File: src/rtl/ats_pkg.sv
// Shared types and constants for the aging task selector.
// No dependencies; used by ats_ram users and the top level by scoped names.
package ats_pkg;

   localparam int SLOTS        = 32;
   localparam int COUNT_WIDTH  = 16;
   localparam int IDX_W        = $clog2(SLOTS);
   localparam int SWEEP_W      = $clog2(SLOTS + 1);
   localparam int STATUS_W     = 2;
   localparam int CMD_W        = 3;
   localparam int SLOT_FIELD_W = 5;
   localparam int OUTCOME_W    = 2;
   localparam int CSR_W        = 16;

   typedef logic [IDX_W-1:0]        idx_type;
   typedef logic [SWEEP_W-1:0]      sweep_type;
   typedef logic [COUNT_WIDTH-1:0]  count_type;
   typedef logic [STATUS_W-1:0]     status_type;
   typedef logic [SLOT_FIELD_W-1:0] slot_field_type;
   typedef logic [CSR_W-1:0]        csr_type;

   localparam count_type  COUNT_MAX      = '1;
   localparam sweep_type  SWEEP_END      = SWEEP_W'(SLOTS);
   localparam csr_type    MAX_PRIO_RESET = CSR_W'(16);

   // slot status codes
   localparam status_type ST_WAITING = 2'd0;
   localparam status_type ST_RUNNING = 2'd1;
   localparam status_type ST_YIELDED = 2'd2;

   // command codes
   localparam logic [CMD_W-1:0] CMD_SCHEDULE = 3'd0;
   localparam logic [CMD_W-1:0] CMD_CREATE   = 3'd1;
   localparam logic [CMD_W-1:0] CMD_DEQUEUE  = 3'd2;
   localparam logic [CMD_W-1:0] CMD_REQUEUE  = 3'd3;
   localparam logic [CMD_W-1:0] CMD_REMOVE   = 3'd4;

   // outcome codes
   localparam logic [OUTCOME_W-1:0] OUT_SWITCHED = 2'd0;
   localparam logic [OUTCOME_W-1:0] OUT_KEPT     = 2'd1;
   localparam logic [OUTCOME_W-1:0] OUT_IDLE     = 2'd2;
   localparam logic [OUTCOME_W-1:0] OUT_DONE     = 2'd3;

   typedef struct packed {
      logic [CMD_W-1:0] command;
      slot_field_type   slot;
      logic             start_waiting;
   } req_type;

   typedef struct packed {
      logic [OUTCOME_W-1:0] outcome;
      slot_field_type       chosen_slot;
      slot_field_type       previous_slot;
      logic                 previous_saved;
   } rsp_type;

endpackage

File: src/rtl/ats_ram.sv
// Generic single-write, single-read RAM with a registered read port.
// No dependencies.
module ats_ram #(
   parameter int WIDTH = 8,
   parameter int DEPTH = 32
) (
   input  logic                     clock,
   input  logic                     wr_en,
   input  logic [$clog2(DEPTH)-1:0] wr_addr,
   input  logic [WIDTH-1:0]         wr_data,
   input  logic [$clog2(DEPTH)-1:0] rd_addr,
   output logic [WIDTH-1:0]         rd_data
);

   logic [WIDTH-1:0] mem [DEPTH];
   logic [WIDTH-1:0] rd_data_ff;

   always_ff @(posedge clock) begin
      if (wr_en) begin
         mem[wr_addr] <= wr_data;
      end
      rd_data_ff <= mem[rd_addr];
   end

   assign rd_data = rd_data_ff;

endmodule

File: src/rtl/aging_task_selector.sv
// Top level of the aging task selector: command decode, slot sweep, result register.
// Depends on ats_pkg and two ats_ram instances (slot status and idle count).
//
// Aging task selector. A command word is taken at a clock edge where start is high
// and busy is low; its result word appears on rsp_word for exactly one cycle with
// rsp_strobe high, and the receiver cannot stall it. Create, dequeue, requeue and
// remove finish in the accept cycle: busy stays low, the next word may follow in the
// next cycle, and the result shows in the cycle after the accept. Schedule walks the
// slot table once through the count and status memories, one slot per cycle: it
// keeps busy high through the sweep and the decide state, and the finish state on a
// switch; its result shows in the cycle busy drops. The sweep length is set by the
// single read port of each memory, used once per slot. Valid bits live in flip-flops
// cleared by reset, so no clearing pass is needed. The user must write max_priority
// through csr_wr_en/csr_wr_data only while idle; the block itself does not enforce this.
module aging_task_selector (
   input  logic             clock,
   input  logic             reset,
   input  logic             start,
   output logic             busy,
   input  ats_pkg::req_type req_word,
   output logic             rsp_strobe,
   output ats_pkg::rsp_type rsp_word,
   input  logic             csr_wr_en,
   input  ats_pkg::csr_type csr_wr_data
);

   // state codes
   localparam logic [1:0] ST_IDLE   = 2'd0;
   localparam logic [1:0] ST_SWEEP  = 2'd1;
   localparam logic [1:0] ST_DECIDE = 2'd2;
   localparam logic [1:0] ST_FINISH = 2'd3;

   logic [1:0]             state_ff, state_in;
   ats_pkg::sweep_type     sweep_cnt_ff, sweep_cnt_in;
   logic                   pend_ff, pend_in;
   ats_pkg::idx_type       pend_idx_ff, pend_idx_in;
   ats_pkg::idx_type       best_idx_ff, best_idx_in;
   ats_pkg::count_type     best_cnt_ff, best_cnt_in;
   logic                   found_ff, found_in;
   ats_pkg::status_type    cur_status_ff, cur_status_in;
   ats_pkg::idx_type       current_slot_ff, current_slot_in;
   logic                   current_valid_ff, current_valid_in;
   logic [ats_pkg::SLOTS-1:0] slot_valid_ff, slot_valid_in;
   ats_pkg::csr_type       max_prio_ff, max_prio_in;
   logic                   rsp_strobe_ff, rsp_strobe_in;
   ats_pkg::rsp_type       rsp_word_ff, rsp_word_in;

   // memory ports
   logic                   stat_we;
   ats_pkg::idx_type       stat_waddr;
   ats_pkg::status_type    stat_wdata;
   ats_pkg::status_type    stat_rdata;
   logic                   cnt_we;
   ats_pkg::idx_type       cnt_waddr;
   ats_pkg::count_type     cnt_wdata;
   ats_pkg::count_type     cnt_rdata;
   ats_pkg::idx_type       rd_addr;

   logic                   accept;
   logic                   in_range;
   ats_pkg::idx_type       req_idx;
   logic                   req_slot_valid;
   ats_pkg::count_type     requeue_cnt;
   ats_pkg::count_type     aged_cnt;

   ats_ram #(
      .WIDTH (ats_pkg::STATUS_W),
      .DEPTH (ats_pkg::SLOTS)
   ) u_status_ram (
      .clock   (clock),
      .wr_en   (stat_we),
      .wr_addr (stat_waddr),
      .wr_data (stat_wdata),
      .rd_addr (rd_addr),
      .rd_data (stat_rdata)
   );

   ats_ram #(
      .WIDTH (ats_pkg::COUNT_WIDTH),
      .DEPTH (ats_pkg::SLOTS)
   ) u_count_ram (
      .clock   (clock),
      .wr_en   (cnt_we),
      .wr_addr (cnt_waddr),
      .wr_data (cnt_wdata),
      .rd_addr (rd_addr),
      .rd_data (cnt_rdata)
   );

   assign busy       = (state_ff != ST_IDLE);
   assign accept     = start && (state_ff == ST_IDLE);
   assign in_range   = (32'(req_word.slot) < 32'(ats_pkg::SLOTS));
   assign req_idx    = ats_pkg::idx_type'(req_word.slot);
   assign req_slot_valid = in_range && slot_valid_ff[req_idx];
   assign rd_addr    = sweep_cnt_ff[ats_pkg::IDX_W-1:0];

   // clamp the requeue boost to what the counter can hold
   assign requeue_cnt = (32'(max_prio_ff) < 32'(ats_pkg::COUNT_MAX)) ?
                        ats_pkg::count_type'(max_prio_ff) : ats_pkg::COUNT_MAX;

   // age by one, saturating
   assign aged_cnt = (cnt_rdata == ats_pkg::COUNT_MAX) ? cnt_rdata :
                     cnt_rdata + ats_pkg::count_type'(1);

   always_comb begin
      state_in         = state_ff;
      sweep_cnt_in     = sweep_cnt_ff;
      pend_in          = pend_ff;
      pend_idx_in      = pend_idx_ff;
      best_idx_in      = best_idx_ff;
      best_cnt_in      = best_cnt_ff;
      found_in         = found_ff;
      cur_status_in    = cur_status_ff;
      current_slot_in  = current_slot_ff;
      current_valid_in = current_valid_ff;
      slot_valid_in    = slot_valid_ff;
      max_prio_in      = csr_wr_en ? csr_wr_data : max_prio_ff;
      rsp_strobe_in    = 1'b0;
      rsp_word_in      = '0;
      stat_we          = 1'b0;
      stat_waddr       = req_idx;
      stat_wdata       = ats_pkg::ST_WAITING;
      cnt_we           = 1'b0;
      cnt_waddr        = req_idx;
      cnt_wdata        = '0;

      unique case (state_ff)
         ST_IDLE: begin
            if (accept) begin
               if (req_word.command == ats_pkg::CMD_SCHEDULE) begin
                  // launch the sweep at slot 0
                  state_in     = ST_SWEEP;
                  sweep_cnt_in = '0;
                  pend_in      = 1'b0;
                  found_in     = 1'b0;
                  best_cnt_in  = '0;
                  best_idx_in  = '0;
               end else begin
                  // single-slot updates finish here; unknown codes just report done
                  rsp_strobe_in       = 1'b1;
                  rsp_word_in.outcome = ats_pkg::OUT_DONE;
                  priority case (req_word.command)
                     ats_pkg::CMD_CREATE: begin
                        if (in_range) begin
                           slot_valid_in[req_idx] = 1'b1;
                           stat_we    = 1'b1;
                           stat_wdata = req_word.start_waiting ? ats_pkg::ST_WAITING
                                                               : ats_pkg::ST_YIELDED;
                           cnt_we     = 1'b1;
                           cnt_wdata  = '0;
                        end
                     end
                     ats_pkg::CMD_DEQUEUE: begin
                        if (req_slot_valid) begin
                           stat_we    = 1'b1;
                           stat_wdata = ats_pkg::ST_YIELDED;
                        end
                     end
                     ats_pkg::CMD_REQUEUE: begin
                        if (req_slot_valid) begin
                           stat_we    = 1'b1;
                           stat_wdata = ats_pkg::ST_WAITING;
                           cnt_we     = 1'b1;
                           cnt_wdata  = requeue_cnt;
                        end
                     end
                     ats_pkg::CMD_REMOVE: begin
                        if (in_range) begin
                           slot_valid_in[req_idx] = 1'b0;
                           if (current_valid_ff && (current_slot_ff == req_idx)) begin
                              current_valid_in = 1'b0;
                           end
                        end
                     end
                     default: begin
                     end
                  endcase
               end
            end
         end

         ST_SWEEP: begin
            // issue the next read while the previous slot's data is processed
            if (sweep_cnt_ff != ats_pkg::SWEEP_END) begin
               pend_in      = 1'b1;
               pend_idx_in  = rd_addr;
               sweep_cnt_in = sweep_cnt_ff + ats_pkg::sweep_type'(1);
            end else begin
               pend_in  = 1'b0;
               state_in = ST_DECIDE;
            end
            if (pend_ff) begin
               if (pend_idx_ff == current_slot_ff) begin
                  cur_status_in = stat_rdata;
               end
               if (slot_valid_ff[pend_idx_ff]) begin
                  cnt_we    = 1'b1;
                  cnt_waddr = pend_idx_ff;
                  cnt_wdata = aged_cnt;
                  if ((stat_rdata == ats_pkg::ST_WAITING) && (best_cnt_in < aged_cnt)) begin
                     best_cnt_in = aged_cnt;
                     best_idx_in = pend_idx_ff;
                     found_in    = 1'b1;
                  end
               end
            end
         end

         ST_DECIDE: begin
            if (!found_ff) begin
               state_in      = ST_IDLE;
               rsp_strobe_in = 1'b1;
               if (current_valid_ff) begin
                  rsp_word_in.outcome     = ats_pkg::OUT_KEPT;
                  rsp_word_in.chosen_slot = ats_pkg::slot_field_type'(current_slot_ff);
               end else begin
                  rsp_word_in.outcome = ats_pkg::OUT_IDLE;
               end
            end else begin
               // send the outgoing task back to waiting unless it yielded
               state_in = ST_FINISH;
               if (current_valid_ff) begin
                  stat_we    = 1'b1;
                  stat_waddr = current_slot_ff;
                  stat_wdata = (cur_status_ff == ats_pkg::ST_YIELDED) ? ats_pkg::ST_YIELDED
                                                                      : ats_pkg::ST_WAITING;
               end
            end
         end

         ST_FINISH: begin
            // install the winner; this write lands after the outgoing one
            state_in         = ST_IDLE;
            stat_we          = 1'b1;
            stat_waddr       = best_idx_ff;
            stat_wdata       = ats_pkg::ST_RUNNING;
            cnt_we           = 1'b1;
            cnt_waddr        = best_idx_ff;
            cnt_wdata        = '0;
            current_slot_in  = best_idx_ff;
            current_valid_in = 1'b1;
            rsp_strobe_in    = 1'b1;
            rsp_word_in.outcome     = ats_pkg::OUT_SWITCHED;
            rsp_word_in.chosen_slot = ats_pkg::slot_field_type'(best_idx_ff);
            if (current_valid_ff) begin
               rsp_word_in.previous_slot  = ats_pkg::slot_field_type'(current_slot_ff);
               rsp_word_in.previous_saved = 1'b1;
            end
         end

         default: begin
            state_in = ST_IDLE;
         end
      endcase
   end

   always_ff @(posedge clock) begin
      if (reset) begin
         state_ff         <= ST_IDLE;
         pend_ff          <= 1'b0;
         found_ff         <= 1'b0;
         current_slot_ff  <= '0;
         current_valid_ff <= 1'b0;
         slot_valid_ff    <= '0;
         max_prio_ff      <= ats_pkg::MAX_PRIO_RESET;
         rsp_strobe_ff    <= 1'b0;
         sweep_cnt_ff     <= '0;
      end else begin
         state_ff         <= state_in;
         pend_ff          <= pend_in;
         found_ff         <= found_in;
         current_slot_ff  <= current_slot_in;
         current_valid_ff <= current_valid_in;
         slot_valid_ff    <= slot_valid_in;
         max_prio_ff      <= max_prio_in;
         rsp_strobe_ff    <= rsp_strobe_in;
         sweep_cnt_ff     <= sweep_cnt_in;
      end
   end

   always_ff @(posedge clock) begin
      pend_idx_ff   <= pend_idx_in;
      best_idx_ff   <= best_idx_in;
      best_cnt_ff   <= best_cnt_in;
      cur_status_ff <= cur_status_in;
      rsp_word_ff   <= rsp_word_in;
   end

   assign rsp_strobe = rsp_strobe_ff;
   assign rsp_word   = rsp_word_ff;

   // the aging write-back never targets the slot being read in the same cycle
   a_sweep_no_overlap: assert property (@(posedge clock) disable iff (reset)
      (state_ff == ST_SWEEP && cnt_we) |-> (cnt_waddr != rd_addr))
      else $error("sweep write-back collides with sweep read");

   // a single-slot update reports in the very next cycle
   a_update_reports: assert property (@(posedge clock) disable iff (reset)
      (accept && req_word.command != ats_pkg::CMD_SCHEDULE) |=>
         (rsp_strobe && rsp_word.outcome == ats_pkg::OUT_DONE))
      else $error("update result missing");

   // a switch leaves the chosen slot as the current task
   a_switch_current: assert property (@(posedge clock) disable iff (reset)
      (rsp_strobe && rsp_word.outcome == ats_pkg::OUT_SWITCHED) |->
         (current_valid_ff &&
          ats_pkg::slot_field_type'(current_slot_ff) == rsp_word.chosen_slot))
      else $error("switched result does not match current task");

endmodule

File: config.mk
export PLATFORM = sky130hd
export DESIGN_NAME = aging_task_selector
export DESIGN_NICKNAME = d
export VERILOG_FILES = /design/src/rtl/ats_pkg.sv /design/src/rtl/ats_ram.sv /design/src/rtl/aging_task_selector.sv
export SDC_FILE = /design/constraint.sdc
export NUM_CORES = 1
export LEC_CHECK = 0
export BUFFER_PORTS_ARGS = -buffer_cell sky130_fd_sc_hd__buf_2
export CAP_MARGIN = 10
export CORE_ASPECT_RATIO = 1.2
export CORE_MARGIN = 10
export CORE_UTILIZATION = 40
export CTS_CLUSTER_DIAMETER = 120
export CTS_CLUSTER_SIZE = 8
export DETAILED_ROUTE_END_ITERATION = 10
export GPL_ROUTABILITY_DRIVEN = 0
export SYNTH_ARGS = -nofsm -noshare
export SYNTH_HDL_FRONTEND = slang
export SYNTH_HIERARCHICAL = 1
export SYNTH_SLANG_ARGS = --single-unit
File: constraint.sdc
create_clock -name clock -period 11.7 [get_ports clock]
set_input_delay 2.34 -clock clock [delete_from_list [all_inputs] [get_ports clock]]
set_output_delay 2.34 -clock clock [all_outputs]
set_load 0.005 [all_outputs]
=== Word-level counts from Yosys, hierarchy flattened ===
Memory sizes are Yosys's and may differ from the RTL's. A register that Yosys moved wholly into a read port is not among the register bits.
Cells that the tools add are included.

* Register bits after elaboration: 106
* RAM bits: 576
* Input bits: 29
* Output and inout bits: 15
* Logic and storage cells: 167
* Memories: 2

{| class="wikitable"
|+ Memories
! memory !! depth !! bits a word !! read ports !! clocked after memory_dff !! wr ports !! line !! source
|-
| u_count_ram.mem || 32 || 16 || 1 || 1 || 1 || ats_ram.sv:15 || <nowiki>logic [WIDTH-1:0] mem [DEPTH];</nowiki>
|-
| u_status_ram.mem || 32 || 2 || 1 || 1 || 1 || ats_ram.sv:15 ||
|}

* Add/subtract/negate cells: 2
* Magnitude comparators: 5
* Eq/ne operators: 22
* Mux-type cells: 94
* Bitwise gates (word level): 4
* Reductions and logical operators: 21

{| class="wikitable"
|+ Operator list
! operator !! number
|-
| $mux W16 || 13
|-
| $pmux W16 S2 || 2
|-
| $pmux W32 S2 || 1
|-
| $mux W5 || 10
|-
| $pmux W5 S2 || 4
|-
| $and A32 B32 Y32 || 1
|-
| $not A32 Y32 || 1
|-
| $or A32 B32 Y32 || 1
|-
| $mux W1 || 30
|-
| $mux W2 || 14
|-
| $mux W6 || 3
|-
| $add A16 B1 Y16 const B || 1
|-
| $eq A16 B16 Y1 const B || 1
|-
| $lt A16 B16 Y1 || 1
|-
| $lt A16 B16 Y1 const B || 1
|-
| $ne A2 B2 Y1 const B || 7
|-
| $lt A5 B6 Y1 const B || 2
|-
| $pmux W6 S2 || 1
|-
| $bmux W1 S5 || 2
|-
| $eq A5 B5 Y1 || 2
|-
| $pmux W1 S2 || 5
|-
| $pmux W1 S3 || 3
|-
| $reduce_and A3 Y1 || 3
|-
| $pmux W2 S2 || 2
|-
| other kinds (23) || 37
|}

=== Depth between registers and ports, before layout ===
* Depth in word-level cells: 9
* Depth in mapped cells: 13
* Gate-level depth less buffers: 13

=== Cells and area by module ===
The synthesis kept the hierarchy.

{| class="wikitable"
|+ Modules (own cells, without submodules)
! module !! instances !! cells each !! area an instance (sq um) !! sequential area each (sq um)
|-
| ats_ram at u_count_ram || 1 || 1143 || 20534.7 || 15695.1
|-
| aging_task_selector || 1 || 646 || 6063.3 || 2402.3
|-
| ats_ram at u_status_ram || 1 || 184 || 2783.9 || 1961.9
|}

=== Worst setup path before layout ===
No wires, ideal clock.

* Kind: input to register
* Start point: input port req_word[2] (netlist name)
* End point: memory u_count_ram/mem[28][0] (netlist name) (enable)
* Library setup time: 388 ps
* Data arrival time: 5048 ps
* Required time: 11312 ps
* Path slack: 6264 ps
* Stages: 10
* Buffers on the path: 3
* Path through: clkbuf_1 -> buf_2 -> mux4_2 -> mux4_2 -> mux2_2 -> nand3_2 -> o211ai_1 -> or3b_2 -> clkbuf_1 -> nor2_1

* Word-level cells in the longest chain between the ends: 9
* Elaborated cells between the ends (all ways): 12
* Classes of those cells: 12 x mux

{| class="wikitable"
|+ Ends and longest elaborated chain
! element !! line !! source
|-
| from (decl) || aging_task_selector.sv:20 || <nowiki>input ats_pkg::req_type req_word,</nowiki>
|-
| $bmux W1 S5 || aging_task_selector.sv:94 || <nowiki>assign req_slot_valid = in_range && slot_valid_ff[req_idx];</nowiki>
|-
| $mux W1 (not written as such) || aging_task_selector.sv:94 ||
|-
| $mux W1 || aging_task_selector.sv:160 || <nowiki>if (req_slot_valid) begin</nowiki>
|-
| $pmux W1 S2 || aging_task_selector.sv:142 || <nowiki>priority case (req_word.command)</nowiki>
|-
| $mux W1 || aging_task_selector.sv:130 || <nowiki>if (req_word.command == ats_pkg::CMD_SCHEDULE) begin</nowiki>
|-
| $mux W1 || aging_task_selector.sv:129 || <nowiki>if (accept) begin</nowiki>
|-
| $pmux W1 S3 || aging_task_selector.sv:127 || <nowiki>unique case (state_ff)</nowiki>
|-
| net cnt_we || aging_task_selector.sv:53 || <nowiki>logic cnt_we;</nowiki>
|-
| $mux W1 || ats_ram.sv:19 || <nowiki>if (wr_en) begin</nowiki>
|-
| $mux W1 (not written as such) || ats_ram.sv:20 || <nowiki>mem[wr_addr] <= wr_data;</nowiki>
|-
| to (decl) || ats_ram.sv:15 ||
|}

The timed path passes the listed nets, and every way through them passes these cells. The select of a mux whose other input is x is not followed.

=== Worst setup path in the final report ===
* Start point: input port req_word[1] (netlist name)
* End point: memory u_count_ram/mem[2][7] (netlist name) (enable)

The elaborated chain is that of the path after synthesis.

==> results by group <==
Yosys
  • Synth top area share: 61.73%
  • Area leader, netlist: edfxtp_1
  • Synth top area cells: edfxtp_1, mux2i_1, dfxtp_1
  • Yosys reg bits: 700
  • Post-synth EDFFs: 604
  • Cell variety after synth: 67
  • Syn_area_per_cell: 14.89 um2
  • Asr flop ratio synth: 0%
  • Fraction of the yosys area taken by sequential cells: 68.27%
  • Synthesized instance count: 1973
  • Post-Syn Area: 29380 um2
  • Mapped Nets: slightly above 2000
  • Main synth FF type: edfxtp_1
  • Synth warnings: 6

Cells and area
  • Number of fillers in the final layout: around 6200
  • Multi-input gate area: 8533 um2
  • Commonest non-fill, non-tap cell in the layout: edfxtp_1
  • N_diodes: 0
  • Register area: 20060 um2
  • P&R area growth vs syn: 13.08%
  • Most frequent cells in the layout: edfxtp_1, mux2i_1, nor2_1
  • Nets@finish: 2107
  • Layout cells sized above 1: 12.72%

Setup path
  • CP top delay family: simple AND/OR/NAND/NOR gates
  • Number of stages on the worst setup path: 8
  • R2R Setup Slk: around 6.3 ns
  • CP Launch Type: primary input
  • Slowest CP cell: nor2_2
  • Reg2reg end: u_count_ram/mem[2][7]
  • Setup CP Type: primary input to flop
  • Max Fanout on Critical Path: 25
  • Worst Path Buf+Inv: 1
  • Worst reg2reg startpoint: pend_idx_ff[0]
  • CP Data Required Time: 11.95 ns
  • CP most frequent cell: mux4_2
  • CP arrival: 5.98 ns
  • Critical path endpoint: u_count_ram/mem[2][7]
  • CP startpoint: req_word[1]
  • Worst Setup End Kind: flop
  • Worst reg-to-reg path cell count: 7
  • Crit-path cells: buf_2 -> mux4_2 -> mux4_2 -> mux2_2 -> nand3_2 -> o211ai_1 -> nand3b_1 -> nor2_2
  • Worst path max stage delay: 0.99 ns

Global routing
  • Initial antenna violation count: 0
  • Largest net degree at the start of global routing: ~120
  • Congestion Overflow GR: 0
  • Vias in the first global route: about 17000
  • All-Layer GR Usage: 16.26%
  • First-pass GRT wire length: 104600 um

Route
  • WL final: 69950 um
  • Starting DRT DRC Count: 1508
  • Vias per cell: ~5.6
  • Vias: 16920
  • Pre-antenna DRT Iters: 7
  • Average wire per standard cell: roughly 23 um
  • DRT antenna net count: 0
  • Residual DRC count: 0

Floorplanning
  • Initial Util: 40.49%
  • Rows: ~110
  • Die X: 267.4 um
  • Chip Height: 316.9 um
  • Core footprint: 72560 um2
  • Die area: around 85000 um2
  • Top Ports: 44

CTS
  • Post-CTS resize count: 0
  • Postcts setup bufs: 0
  • CTS Buf Count: 97
  • Clock root buffer: clkbuf_16
  • Clock-pin slew on the worst setup and hold paths: 0.05 ns
  • Worst skew pair latency: 0.65 ns
  • H-Tree Depth: 3
  • TritonCTS Sinks: 700
  • CTS tree: done
  • Cts hold-fix bufs: 0
  • Clk buf depth: 3

Placement
  • DP HPWL: 42790 um
  • Number of port buffers: between 40 and 50

Worst hold path
  • Hold crit path type: flop to flop

Timing
  • Max-slew violations: 0
  • Final hold violations: 0
  • Final period util: between 40% and 50%
  • Setup TNS: 0 ns
  • Final min period: 5.724 ns
  • FMAX: about 0.17 GHz
  • Final setup violation count: 0
  • Unrepaired setup endpoints after global routing: false
  • Relative max-transition margin: 16.36%
  • Worst Clk Skew: 0.02841 ns
  • Worst-Margin Slew: 1.252 ns

Power and ir drop
  • Leak: just under 10 nW
  • Worst vdd ir: a little over 100 uV
  • Pwr Density: 161.0 nW/um2
  • Post-route total power: 5.350 mW

Outcome
  • Run status: completed

Flow run
  • Max_cap viols: 0
==> registers in the layout, summed over array words and instances, names as in the netlist, named ones only <==
name,count
best_cnt_ff,16
best_idx_ff,5
cur_status_ff,2
current_slot_ff,5
current_valid_ff,1
found_ff,1
max_prio_ff,16
pend_ff,1
pend_idx_ff,5
rsp_strobe,1
rsp_word,13
state_ff,2
sweep_cnt_ff,6
u_count_ram/mem,512
u_count_ram/rd_data,16
u_status_ram/mem,64
u_status_ram/rd_data,2
==> cell usage after synthesis (all sizes together) (43+ instances only) <==
master / instances
clkbuf: 44
a21oi: 72
dfxtp: 96
nand3: 49
buf: 73
nor2: 156
nand2: 94
edfxtp: 604
a22oi: 85
a22o: 43
nor3: 48
mux2i: 330
==> report_power, final <==
part	internal [mW]	total [mW]	switching [mW]
Combinational	0.0516	0.135	0.0832
Clock	1.52	2.51	0.986
Sequential	2.69	2.71	0.0136
Total	4.27	5.35	1.08
==> logic make-up (layout without fill, tap and decap cells) <==
logic type,Yosys count,count (layout),share of synthesized area [%]
mux,346,346,12.39
flops,700,700,68.27
xor+xnor,25,25,0.7963
simple gates,469,469,7.946
compound gates,291,291,7.022
buf+inv,126,244,2.891
fa+ha+maj,16,16,0.6813
==> per-stage QoR <==
step	std cells	cell area (um2)	utilization (%)	hold WS (ns)	setup slack, ns
4_1_cts	3022	33180	45.72	0.4876	5.801
3_3_place_gp	2894	30480	42.00	0.4891	5.338
6_report	3026	33230	45.79	0.5008	5.976
2_1_floorplan	1973	29380	-	0.4016	6.264
5_1_grt	3026	33230	45.79	0.4993	5.843
3_5_place_dp	2894	30480	42.00	0.4820	5.149
==> worst reg2reg max path, cell delays in order (launching register included) <==
cell	delay, ns
edfxtp_1	1.04
mux2i_1	0.19
mux4_2	0.55
a22oi_1	0.27
nand4_1	0.39
a211oi_1	0.80
nand3b_1	0.75
nor2_2	1.00
==> area by class of cell <==
| type | count | area share, % |
|---|---|---|
| clock buffer | 121 | 7.641 |
| multi-input combinational | 1147 | 25.68 |
| sequential | 700 | 60.38 |
| inverter | 9 | 0.1017 |
| clock inverter | 7 | 0.4783 |
| tap | 935 | 3.521 |
| timing repair buffer | 107 | 2.192 |
==> worst min-delay path by stage <==
| stage | from | to | slack, ns | cells after the start |
|---|---|---|---|---|
| CTS | u_status_ram/rd_data[1] | cur_status_ff[1] | 0.49 | 0 |
| detailed placement | u_status_ram/rd_data[0] | cur_status_ff[0] | 0.48 | 0 |
| floorplan | u_status_ram/rd_data[1] | cur_status_ff[1] | 0.40 | 0 |
| finish | u_status_ram/rd_data[1] | cur_status_ff[1] | 0.50 | 0 |
| global placement | flop | flop | 0.49 | 2 |
| global route | u_status_ram/rd_data[1] | cur_status_ff[1] | 0.50 | 0 |
==> metal layers <==
metal | track usage, % | vias up | part of all wire (%)
met4 | 6.708 | 0 | 3.4
met1 | 21.05 | 8477 | 42
met3 | 2.844 | 132 | 6.2
met5 | 0 | - | 0
met2 | 26.77 | 530 | 48
li1 | - | 7783 | -
Note: power is estimated with default switching activity, not from simulation.
